## config.mk

```make
export PLATFORM = sky130hd
export DESIGN_NAME = leaky_bucket_packet_shaper
export DESIGN_NICKNAME = d
export VERILOG_FILES = /design/src/sv/lbps_pkg.sv /design/src/sv/lbps_front.sv /design/src/sv/lbps_back.sv /design/src/sv/lbps_out.sv /design/src/sv/leaky_bucket_packet_shaper.sv
export SDC_FILE = /design/constraint.sdc
export NUM_CORES = 1
export LEC_CHECK = 0
export BUFFER_PORTS_ARGS = -buffer_cell sky130_fd_sc_hd__buf_4
export CORE_MARGIN = 3
export CORE_UTILIZATION = 70
export CTS_BUF_LIST = sky130_fd_sc_hd__clkbuf_4 sky130_fd_sc_hd__clkbuf_8
export CTS_CLUSTER_DIAMETER = 80
export DETAILED_ROUTE_END_ITERATION = 10
export PLACE_DENSITY = 0.87
export SKIP_LAST_GASP = 1
export SYNTH_ARGS = -nofsm -noshare
export SYNTH_HDL_FRONTEND = slang
export SYNTH_SLANG_ARGS = --single-unit
```

## constraint.sdc

```tcl
create_clock -name i_clk -period 12.2 [get_ports i_clk]
set_input_delay 2.44 -clock i_clk [delete_from_list [all_inputs] [get_ports i_clk]]
set_output_delay 2.44 -clock i_clk [all_outputs]
set_load 0.05 [all_outputs]
```

## src/sv/lbps_pkg.sv

```systemverilog
// lbps_pkg: shared types, widths and codes for the leaky bucket packet shaper
// no dependencies; imported by every module of the shaper
package lbps_pkg;

    // packet store, depth must be a power of two
    localparam int QUEUE_DEPTH = 32;
    localparam int PTR_W       = $clog2(QUEUE_DEPTH);
    localparam int CNT_W       = PTR_W + 1;

    // field widths
    localparam int ID_W     = 16;
    localparam int SIZE_W   = 16;
    localparam int RATE_W   = 20;
    localparam int BYTES_W  = 21;
    localparam int IN_DATA_W  = ID_W + SIZE_W;
    localparam int OUT_DATA_W = ID_W;

    // command queue between front and back, depth a power of two
    localparam int CMDQ_DEPTH = 2;
    localparam int CMDQ_PTR_W = $clog2(CMDQ_DEPTH);
    localparam int CMDQ_CNT_W = CMDQ_PTR_W + 1;

    // configuration registers
    localparam int CFG_IDX_W = 8;
    localparam logic [CFG_IDX_W-1:0] CFG_LEAK_RATE  = CFG_IDX_W'(0);
    localparam logic [CFG_IDX_W-1:0] CFG_BYTE_LIMIT = CFG_IDX_W'(1);
    localparam logic [RATE_W-1:0] LEAK_RATE_RST  = RATE_W'(1000);
    localparam logic [RATE_W-1:0] BYTE_LIMIT_RST = RATE_W'(10000);

    typedef enum logic {
        MODE_ARRIVAL = 1'b0,
        MODE_TICK    = 1'b1
    } t_mode;

    typedef enum logic [1:0] {
        EV_ACCEPT = 2'd0,
        EV_REJECT = 2'd1,
        EV_SENT   = 2'd2,
        EV_EMPTY  = 2'd3
    } t_event;

    typedef enum logic {
        ST_IDLE  = 1'b0,
        ST_DRAIN = 1'b1
    } t_back_state;

    // one classified input item
    typedef struct packed {
        t_mode             kind;
        logic [ID_W-1:0]   id;
        logic [SIZE_W-1:0] size;
    } t_cmd;

    // one packet store entry
    typedef struct packed {
        logic [ID_W-1:0]   id;
        logic [SIZE_W-1:0] size;
    } t_entry;

    // one result item
    typedef struct packed {
        t_event          ev;
        logic [ID_W-1:0] id;
        logic            last;
    } t_result;

    // occupancy seen from outside the back end
    typedef struct packed {
        logic [CNT_W-1:0]   count;
        logic [BYTES_W-1:0] bytes;
    } t_back_status;

endpackage

```

## src/sv/lbps_front.sv

```systemverilog
// lbps_front: accepts input transactions, classifies them and queues commands
// depends on lbps_pkg
module lbps_front (
    input  logic                              i_clk,
    input  logic                              i_rst_n,
    input  logic                              i_in_valid,
    output logic                              o_in_ready,
    input  logic [lbps_pkg::IN_DATA_W-1:0]    i_in_data,
    input  logic                              i_in_kind,
    output logic                              o_cmd_valid,
    output lbps_pkg::t_cmd                    o_cmd,
    input  logic                              i_cmd_pop
);
    import lbps_pkg::*;

    t_cmd                  r_q [CMDQ_DEPTH];
    logic [CMDQ_PTR_W-1:0] r_wr_ptr, n_wr_ptr;
    logic [CMDQ_PTR_W-1:0] r_rd_ptr, n_rd_ptr;
    logic [CMDQ_CNT_W-1:0] r_cnt, n_cnt;
    logic                  w_push;
    logic                  w_pop;
    t_cmd                  w_cmd;

    // classify the incoming item
    always_comb begin
        w_cmd.kind = t_mode'(i_in_kind);
        w_cmd.id   = i_in_data[ID_W-1:0];
        w_cmd.size = i_in_data[IN_DATA_W-1:ID_W];
    end

    assign o_in_ready  = (r_cnt != CMDQ_CNT_W'(CMDQ_DEPTH));
    assign w_push      = i_in_valid && o_in_ready;
    assign o_cmd_valid = (r_cnt != '0);
    assign w_pop       = i_cmd_pop && o_cmd_valid;
    assign o_cmd       = r_q[r_rd_ptr];

    // queue pointers
    always_comb begin
        n_wr_ptr = w_push ? r_wr_ptr + 1'b1 : r_wr_ptr;
        n_rd_ptr = w_pop ? r_rd_ptr + 1'b1 : r_rd_ptr;
        n_cnt    = r_cnt + CMDQ_CNT_W'(w_push) - CMDQ_CNT_W'(w_pop);
    end

    always_ff @(posedge i_clk) begin
        if (!i_rst_n) begin
            r_wr_ptr <= '0;
            r_rd_ptr <= '0;
            r_cnt    <= '0;
        end else begin
            r_wr_ptr <= n_wr_ptr;
            r_rd_ptr <= n_rd_ptr;
            r_cnt    <= n_cnt;
        end
    end

    // queue storage
    always_ff @(posedge i_clk) begin
        if (w_push) begin
            r_q[r_wr_ptr] <= w_cmd;
        end
    end

endmodule

```

## src/sv/lbps_back.sv

```systemverilog
// lbps_back: packet store, byte accounting and the tick drain sequencer
// depends on lbps_pkg
module lbps_back (
    input  logic                           i_clk,
    input  logic                           i_rst_n,
    input  logic                           i_cmd_valid,
    input  lbps_pkg::t_cmd                 i_cmd,
    output logic                           o_cmd_pop,
    input  logic [lbps_pkg::RATE_W-1:0]    i_leak_rate,
    input  logic [lbps_pkg::RATE_W-1:0]    i_byte_limit,
    input  logic                           i_res_ready,
    output logic                           o_res_push,
    output lbps_pkg::t_result              o_res,
    output lbps_pkg::t_back_status         o_status
);
    import lbps_pkg::*;

    t_back_state        r_state, n_state;
    logic [PTR_W-1:0]   r_head, n_head;
    logic [CNT_W-1:0]   r_count, n_count;
    logic [BYTES_W-1:0] r_bytes, n_bytes;
    logic [RATE_W-1:0]  r_budget, n_budget;
    logic               r_pend_vld, n_pend_vld;
    logic [ID_W-1:0]    r_pend_id, n_pend_id;
    t_entry             r_mem [QUEUE_DEPTH];
    t_entry             r_rd;

    logic [PTR_W-1:0]   w_tail;
    logic [BYTES_W:0]   w_total;
    logic               w_reject;
    logic               w_empty;
    logic               w_is_arr;
    logic               w_is_tick;
    logic               w_fits;
    logic               w_wr_en;
    t_entry             w_wr_data;

    // arrival check and drain fit check
    assign w_tail    = r_head + r_count[PTR_W-1:0];
    assign w_total   = {1'b0, r_bytes} + (BYTES_W + 1)'(i_cmd.size);
    assign w_empty   = (r_count == '0);
    assign w_reject  = (w_total > (BYTES_W + 1)'(i_byte_limit))
                    || (r_count == CNT_W'(QUEUE_DEPTH));
    assign w_is_arr  = i_cmd_valid && (i_cmd.kind == MODE_ARRIVAL);
    assign w_is_tick = i_cmd_valid && (i_cmd.kind == MODE_TICK);
    assign w_fits    = !w_empty && (RATE_W'(r_rd.size) <= r_budget);
    assign w_wr_en   = (r_state == ST_IDLE) && w_is_arr && i_res_ready && !w_reject;
    assign w_wr_data = '{id: i_cmd.id, size: i_cmd.size};

    assign o_status = '{count: r_count, bytes: r_bytes};

    // next state
    always_comb begin
        n_state = r_state;
        unique case (r_state)
            ST_IDLE: begin
                if (w_is_tick && !w_empty) begin
                    n_state = ST_DRAIN;
                end
            end
            ST_DRAIN: begin
                if (!w_fits && (!r_pend_vld || i_res_ready)) begin
                    n_state = ST_IDLE;
                end
            end
            default: n_state = ST_IDLE;
        endcase
    end

    // datapath and outputs
    always_comb begin
        o_cmd_pop  = 1'b0;
        o_res_push = 1'b0;
        o_res      = '{ev: EV_ACCEPT, id: i_cmd.id, last: 1'b1};
        n_head     = r_head;
        n_count    = r_count;
        n_bytes    = r_bytes;
        n_budget   = r_budget;
        n_pend_vld = r_pend_vld;
        n_pend_id  = r_pend_id;
        unique case (r_state)
            ST_IDLE: begin
                if (w_is_arr && i_res_ready) begin
                    o_cmd_pop  = 1'b1;
                    o_res_push = 1'b1;
                    if (w_reject) begin
                        o_res.ev = EV_REJECT;
                    end else begin
                        n_count = r_count + 1'b1;
                        n_bytes = w_total[BYTES_W-1:0];
                    end
                end else if (w_is_tick && w_empty && i_res_ready) begin
                    o_cmd_pop  = 1'b1;
                    o_res_push = 1'b1;
                    o_res      = '{ev: EV_EMPTY, id: '0, last: 1'b1};
                end else if (w_is_tick && !w_empty) begin
                    o_cmd_pop  = 1'b1;
                    n_budget   = i_leak_rate;
                    n_pend_vld = 1'b0;
                end
            end
            ST_DRAIN: begin
                // a sent packet is held until the next head shows whether it is the last
                o_res = '{ev: EV_SENT, id: r_pend_id, last: !w_fits};
                if (w_fits) begin
                    if (!r_pend_vld || i_res_ready) begin
                        o_res_push = r_pend_vld;
                        n_pend_vld = 1'b1;
                        n_pend_id  = r_rd.id;
                        n_head     = r_head + 1'b1;
                        n_count    = r_count - 1'b1;
                        n_budget   = r_budget - RATE_W'(r_rd.size);
                        n_bytes    = r_bytes - BYTES_W'(r_rd.size);
                    end
                end else if (r_pend_vld && i_res_ready) begin
                    o_res_push = 1'b1;
                    n_pend_vld = 1'b0;
                end
            end
            default: ;
        endcase
    end

    always_ff @(posedge i_clk) begin
        if (!i_rst_n) begin
            r_state    <= ST_IDLE;
            r_head     <= '0;
            r_count    <= '0;
            r_bytes    <= '0;
            r_pend_vld <= 1'b0;
        end else begin
            r_state    <= n_state;
            r_head     <= n_head;
            r_count    <= n_count;
            r_bytes    <= n_bytes;
            r_pend_vld <= n_pend_vld;
        end
    end

    always_ff @(posedge i_clk) begin
        r_budget  <= n_budget;
        r_pend_id <= n_pend_id;
    end

    // packet store, write at tail, registered read of the next head
    always_ff @(posedge i_clk) begin
        if (w_wr_en) begin
            r_mem[w_tail] <= w_wr_data;
        end
    end

    always_ff @(posedge i_clk) begin
        if (w_wr_en && (w_tail == n_head)) begin
            r_rd <= w_wr_data;
        end else begin
            r_rd <= r_mem[n_head];
        end
    end

endmodule

```

## src/sv/lbps_out.sv

```systemverilog
// lbps_out: output register stage that drives the result stream
// depends on lbps_pkg
module lbps_out (
    input  logic                              i_clk,
    input  logic                              i_rst_n,
    input  logic                              i_res_push,
    input  lbps_pkg::t_result                 i_res,
    output logic                              o_res_ready,
    output logic                              o_out_valid,
    input  logic                              i_out_ready,
    output logic [lbps_pkg::OUT_DATA_W-1:0]   o_out_data,
    output logic [1:0]                        o_out_kind,
    output logic                              o_out_last
);
    import lbps_pkg::*;

    logic    r_valid;
    t_result r_res;

    // stage is free when empty or being drained this cycle
    assign o_res_ready = !r_valid || i_out_ready;

    always_ff @(posedge i_clk) begin
        if (!i_rst_n) begin
            r_valid <= 1'b0;
        end else if (o_res_ready) begin
            r_valid <= i_res_push;
        end
    end

    always_ff @(posedge i_clk) begin
        if (o_res_ready && i_res_push) begin
            r_res <= i_res;
        end
    end

    assign o_out_valid = r_valid;
    assign o_out_data  = r_res.id;
    assign o_out_kind  = r_res.ev;
    assign o_out_last  = r_res.last;

endmodule

```

## src/sv/leaky_bucket_packet_shaper.sv

```systemverilog
// leaky_bucket_packet_shaper: top level with configuration registers and checks
// depends on lbps_pkg, lbps_front, lbps_back, lbps_out
//
// Leaky bucket shaper. An arrival (tuser 0) is queued if its size keeps the
// queued byte total within byte_limit and one of the 32 store entries is free,
// and gives one accepted or rejected result. A tick (tuser 1) sets the budget
// to leak_rate and sends packets from the head in order while each fits; each
// sent packet gives one result, tlast on the final one. A tick on an empty
// store gives one empty result, a tick whose head does not fit gives none.
// A tick that sends packets loads the budget and starts the drain, sends each
// packet that fits in order, then finds the head that stops it (or the empty
// store) and releases the last result; a tick whose head does not fit only
// loads the budget and finds that head. A two entry command queue lets the
// input take items while a drain runs. The user must write configuration
// through the cfg port only while the block is idle; the block itself does
// not enforce this. Unknown indexes are ignored.
module leaky_bucket_packet_shaper (
    input  logic                               i_clk,
    input  logic                               i_rst_n,
    // input stream
    input  logic                               s_axis_tvalid,
    output logic                               s_axis_tready,
    input  logic [lbps_pkg::IN_DATA_W-1:0]     s_axis_tdata,  // packet_id, packet_size
    input  logic                               s_axis_tuser,  // mode
    // result stream
    output logic                               m_axis_tvalid,
    input  logic                               m_axis_tready,
    output logic [lbps_pkg::OUT_DATA_W-1:0]    m_axis_tdata,  // result_id
    output logic [1:0]                         m_axis_tuser,  // event_res
    output logic                               m_axis_tlast,
    // configuration writes
    input  logic                               i_cfg_valid,
    output logic                               o_cfg_ready,
    input  logic [lbps_pkg::CFG_IDX_W-1:0]     i_cfg_index,
    input  logic [lbps_pkg::RATE_W-1:0]        i_cfg_data
);
    import lbps_pkg::*;

    logic [RATE_W-1:0] r_leak_rate;
    logic [RATE_W-1:0] r_byte_limit;
    logic              w_cmd_valid;
    t_cmd              w_cmd;
    logic              w_cmd_pop;
    logic              w_res_ready;
    logic              w_res_push;
    t_result           w_res;
    t_back_status      w_status;

    // configuration registers
    assign o_cfg_ready = 1'b1;

    always_ff @(posedge i_clk) begin
        if (!i_rst_n) begin
            r_leak_rate  <= LEAK_RATE_RST;
            r_byte_limit <= BYTE_LIMIT_RST;
        end else if (i_cfg_valid && o_cfg_ready) begin
            if (i_cfg_index == CFG_LEAK_RATE) begin
                r_leak_rate <= i_cfg_data;
            end
            if (i_cfg_index == CFG_BYTE_LIMIT) begin
                r_byte_limit <= i_cfg_data;
            end
        end
    end

    lbps_front u_front (
        .i_clk       (i_clk),
        .i_rst_n     (i_rst_n),
        .i_in_valid  (s_axis_tvalid),
        .o_in_ready  (s_axis_tready),
        .i_in_data   (s_axis_tdata),
        .i_in_kind   (s_axis_tuser),
        .o_cmd_valid (w_cmd_valid),
        .o_cmd       (w_cmd),
        .i_cmd_pop   (w_cmd_pop)
    );

    lbps_back u_back (
        .i_clk        (i_clk),
        .i_rst_n      (i_rst_n),
        .i_cmd_valid  (w_cmd_valid),
        .i_cmd        (w_cmd),
        .o_cmd_pop    (w_cmd_pop),
        .i_leak_rate  (r_leak_rate),
        .i_byte_limit (r_byte_limit),
        .i_res_ready  (w_res_ready),
        .o_res_push   (w_res_push),
        .o_res        (w_res),
        .o_status     (w_status)
    );

    lbps_out u_out (
        .i_clk       (i_clk),
        .i_rst_n     (i_rst_n),
        .i_res_push  (w_res_push),
        .i_res       (w_res),
        .o_res_ready (w_res_ready),
        .o_out_valid (m_axis_tvalid),
        .i_out_ready (m_axis_tready),
        .o_out_data  (m_axis_tdata),
        .o_out_kind  (m_axis_tuser),
        .o_out_last  (m_axis_tlast)
    );

    // store occupancy never exceeds its depth
    a_count_bound: assert property (@(posedge i_clk) disable iff (!i_rst_n)
        w_status.count <= CNT_W'(QUEUE_DEPTH))
        else $error("packet store count over depth");

    // an empty store holds no bytes
    a_bytes_empty: assert property (@(posedge i_clk) disable iff (!i_rst_n)
        (w_status.count == '0) |-> (w_status.bytes == '0))
        else $error("queued bytes nonzero with empty store");

    // the back end only hands over a result when the output stage can take it
    a_push_room: assert property (@(posedge i_clk) disable iff (!i_rst_n)
        w_res_push |-> w_res_ready)
        else $error("result pushed into a full output stage");

    // a popped command always comes from a non-empty queue
    a_pop_valid: assert property (@(posedge i_clk) disable iff (!i_rst_n)
        w_cmd_pop |-> w_cmd_valid)
        else $error("command popped from an empty queue");

endmodule

```

==> results.md <==
* Post-route ant nets at 0
* DR pass1 iterations at 8
* Max Freq at 0.119 GHz
* Area leader, netlist: edfxtp_1
* Main synth FF type: edfxtp_1
* I/O Pins at 88
* CP Class: reg2reg
* Count leader, synth: edfxtp_1
* Die Footprint at 0.0746 mm2
* Final setup viols at 0
* Cells after DPL at between 3,000 and 4,000
* Die Wd at ~270 um
* Area Growth Syn to Fin at 11.3%
* Post-CTS sizing at 0
* Crit-path max FO at 33
* Hold-fix buffers, CTS at 0
* Final net count at 2,852
* Synth Warn # at 0
* Fin. max-slew vios at 0
* Crit path DAT at 8830 ps
* RSZ-0062 raised after global routing: false
* Design Area, Final at ~0.056 mm2
* Largest net degree at the start of global routing at between 100 and 150
* Top Family by Delay on Critical Path: simple AND/OR/NAND/NOR gates
* Finished Layout Cells at approximately 3,800
* Vias in the first global route at roughly 27,000
* EDFF count, synth at roughly 1,100
* Top post-synthesis cells by count: edfxtp_1, mux4_2, nor2_1
* GRT overflow at 0
* Yosys top cell area share at 68.9%
* Slew margin rel. at 19.0%
* Setup TNS at 0 ps
* Worst-margin pin slew at ~1200 ps
* Synth top area cells: edfxtp_1, mux4_2, dfxtp_1, ha_1, mux2i_1
* Max VDD drop at ~0.19 mV
* Clk_lat worst skew at roughly 870 ps
* Syn avg cell area at between 15 and 20 um2
* Buf/Inv on CP at 2
* Clock Tree Buf Depth at 3
* Share of layout cells above drive strength 1 at between 20 and 30%
* CP max stage cell: nor2_4
* Worst-path clk slew at roughly 60 ps
* Max stage delay on crit path at 1190 ps
* Dpl ws at 3880 ps
* Std cell rows at 97
* Status: finished clean
* Leak at around 18 nW
* Sequential share of the synthesized area at between 70% and 80%
* Crit end category: register
* Initial antenna violation count at 1
* Initial Utilization at between 70% and 80%
* Gr usage total at roughly a third
* PwrDens at around 200 mW/mm2
* Syn Nets at about 2,700
* Crit start category: register
* Initial DRC count at around 3,700
* # port buffers at 86
* Placed inst area at 0.0518 mm2
* Post-synthesis cell type count at 75
* Final core occ at 79.0%
* Routed WL per cell at between 30 and 40 um
* Min Hold Slack at between 400 and 500 ps
* CTS tree: built
* Routed wire length at about 130,000 um
* DIE HEIGHT at roughly 270 um
* Root Buffer Master: clkbuf_8
* TritonCTS Sinks at approximately 1,200
* Mapped Cells at ~2,500
* Worst-path cell chain: buf_4 -> mux2i_1 -> inv_1 -> ha_1 -> a211oi_1 -> o21ai_1 -> o211a_1 -> nor3_1 -> a21oi_1 -> o21ai_0 -> xnor2_1 -> ha_1 -> a211oi_1 -> o21ai_0 -> a21o_1 -> a211o_1 -> a2111oi_2 -> nor3b_4 -> nand3b_1 -> nor2_4
* Hold Path Class: reg2reg
* Remaining DRCs at 0
* Flops & latches, synth at 1,230
* Core Region at roughly 0.070 mm2
* DPL Wire Length at approximately 77,000 um
* WP data required at 12,650 ps
* TritonCTS Buffers at roughly 180
* Clock Skew at between 50 and 60 ps
* DR vias/cell at slightly above 7
* # fillers at ~3,200
* H-tree levels at 4
* Max cap viols at 0
* Global placer's final weighted congestion at around 0.91
* Vias post-DR at approximately 27,000
* Crit path time final at 8370 ps
* First-pass GRT wire length at ~180,000 um
* Tot Pwr at between 10 and 15 mW
* Worst setup margin at around 3800 ps
* Final Hold Fails at 0
* Async SR Flop Fraction at 0%
* Period Utilization, post-route at 68.6%
* Setup bufs post-CTS at 0
* Syn Std Cell Area at about 0.050 mm2
[cell families after synthesis]
group                      synth area share (%)
other                                   0.00751
and+or+nand+nor                            2.76
adders and majority gates                  2.18
DFF                                        72.3
muxes                                      17.3
AOI/OAI and AO/OA                          3.15
xor gates and xnor gates                   1.11
buffers and inverters                      1.27
[placed cells by master, fill, tap and decap left out, types with 7 or more instances in the layout]
| cell type | n |
|---|---|
| edfxtp_1 | 1145 |
| mux4_2 | 320 |
| clkbuf_8 | 189 |
| buf_4 | 114 |
| nor2_1 | 99 |
| ha_1 | 79 |
| dfxtp_1 | 78 |
| mux2i_1 | 72 |
| nand2_1 | 64 |
| mux2_2 | 61 |
| a21oi_1 | 59 |
| clkbuf_4 | 51 |
| inv_1 | 46 |
| clkinv_1 | 46 |
| xnor2_1 | 44 |
| nor2_4 | 33 |
| o21ai_0 | 26 |
| a21o_1 | 24 |
| nand2b_1 | 21 |
| clkinv_2 | 20 |
| nor3_1 | 19 |
| xor2_1 | 19 |
| a211oi_1 | 18 |
| a22o_1 | 16 |
| bufinv_16 | 11 |
| nor2b_1 | 10 |
| nand4_1 | 10 |
| a31oi_1 | 10 |
| o21a_1 | 10 |
| o211ai_1 | 8 |
| nand3_1 | 8 |
| and2_1 | 7 |
[sequential cells by signal, summed over array words and instances, names as in the netlist, 2 cells and up, named ones only]
signal,cells
r_byte_limit,20
r_leak_rate,20
u_back.r_budget,20
u_back.r_bytes,21
u_back.r_count,6
u_back.r_head,5
u_back.r_mem,1024
u_back.r_pend_id,16
u_front.r_cnt,2
u_front.r_q,66
u_out.o_out_data,16
u_out.o_out_kind,2
[report_power, final]
| part | total, mW | leakage, nW | internal [mW] | switching (mW) |
|---|---|---|---|---|
| Combinational | 2.39 | 4.87 | 0.785 | 1.61 |
| Clock | 3.46 | 1.97 | 1.84 | 1.61 |
| Sequential | 5.20 | 11.0 | 5.11 | 0.0898 |
[tightest hold or removal path, delay by kind of cell, from the launching register on]
family	cells	cell delay (ps)
muxes	1	60
and+or+nand+nor	1	60
DFF	1	320
[final timing paths]
path	from	to	slack (ps)	cells past startpoint
max reg2reg	register	u_back.r_mem[26][24]	3830	20
max	register	u_back.r_mem[26][24]	3830	20
min reg2reg	r_leak_rate[7]	r_leak_rate[7]	480	2
min	r_leak_rate[7]	r_leak_rate[7]	480	2
[final cells by class]
cell class                 instances  area [um2]  area share [%]
antenna                            1        2.50         0.00450
clock buffer                     240        2980            5.37
clock inverter                    91         774            1.39
inverter                          47         176           0.317
multi-input combinational       1125       13500            24.2
sequential                      1230       36100            64.9
tap                              940        1180            2.12
timing repair buffer             116         896            1.61
[metal layers]
layer  up-vias  wire [um]  GRT usage [%]
met5         -          0              0
met4         0       6750           17.5
met3       328      12500           6.87
met2      1993      63900           57.3
met1     13700      43000           45.4
li1      10700          -              -
Note: power is estimated with default switching activity, not from simulation.
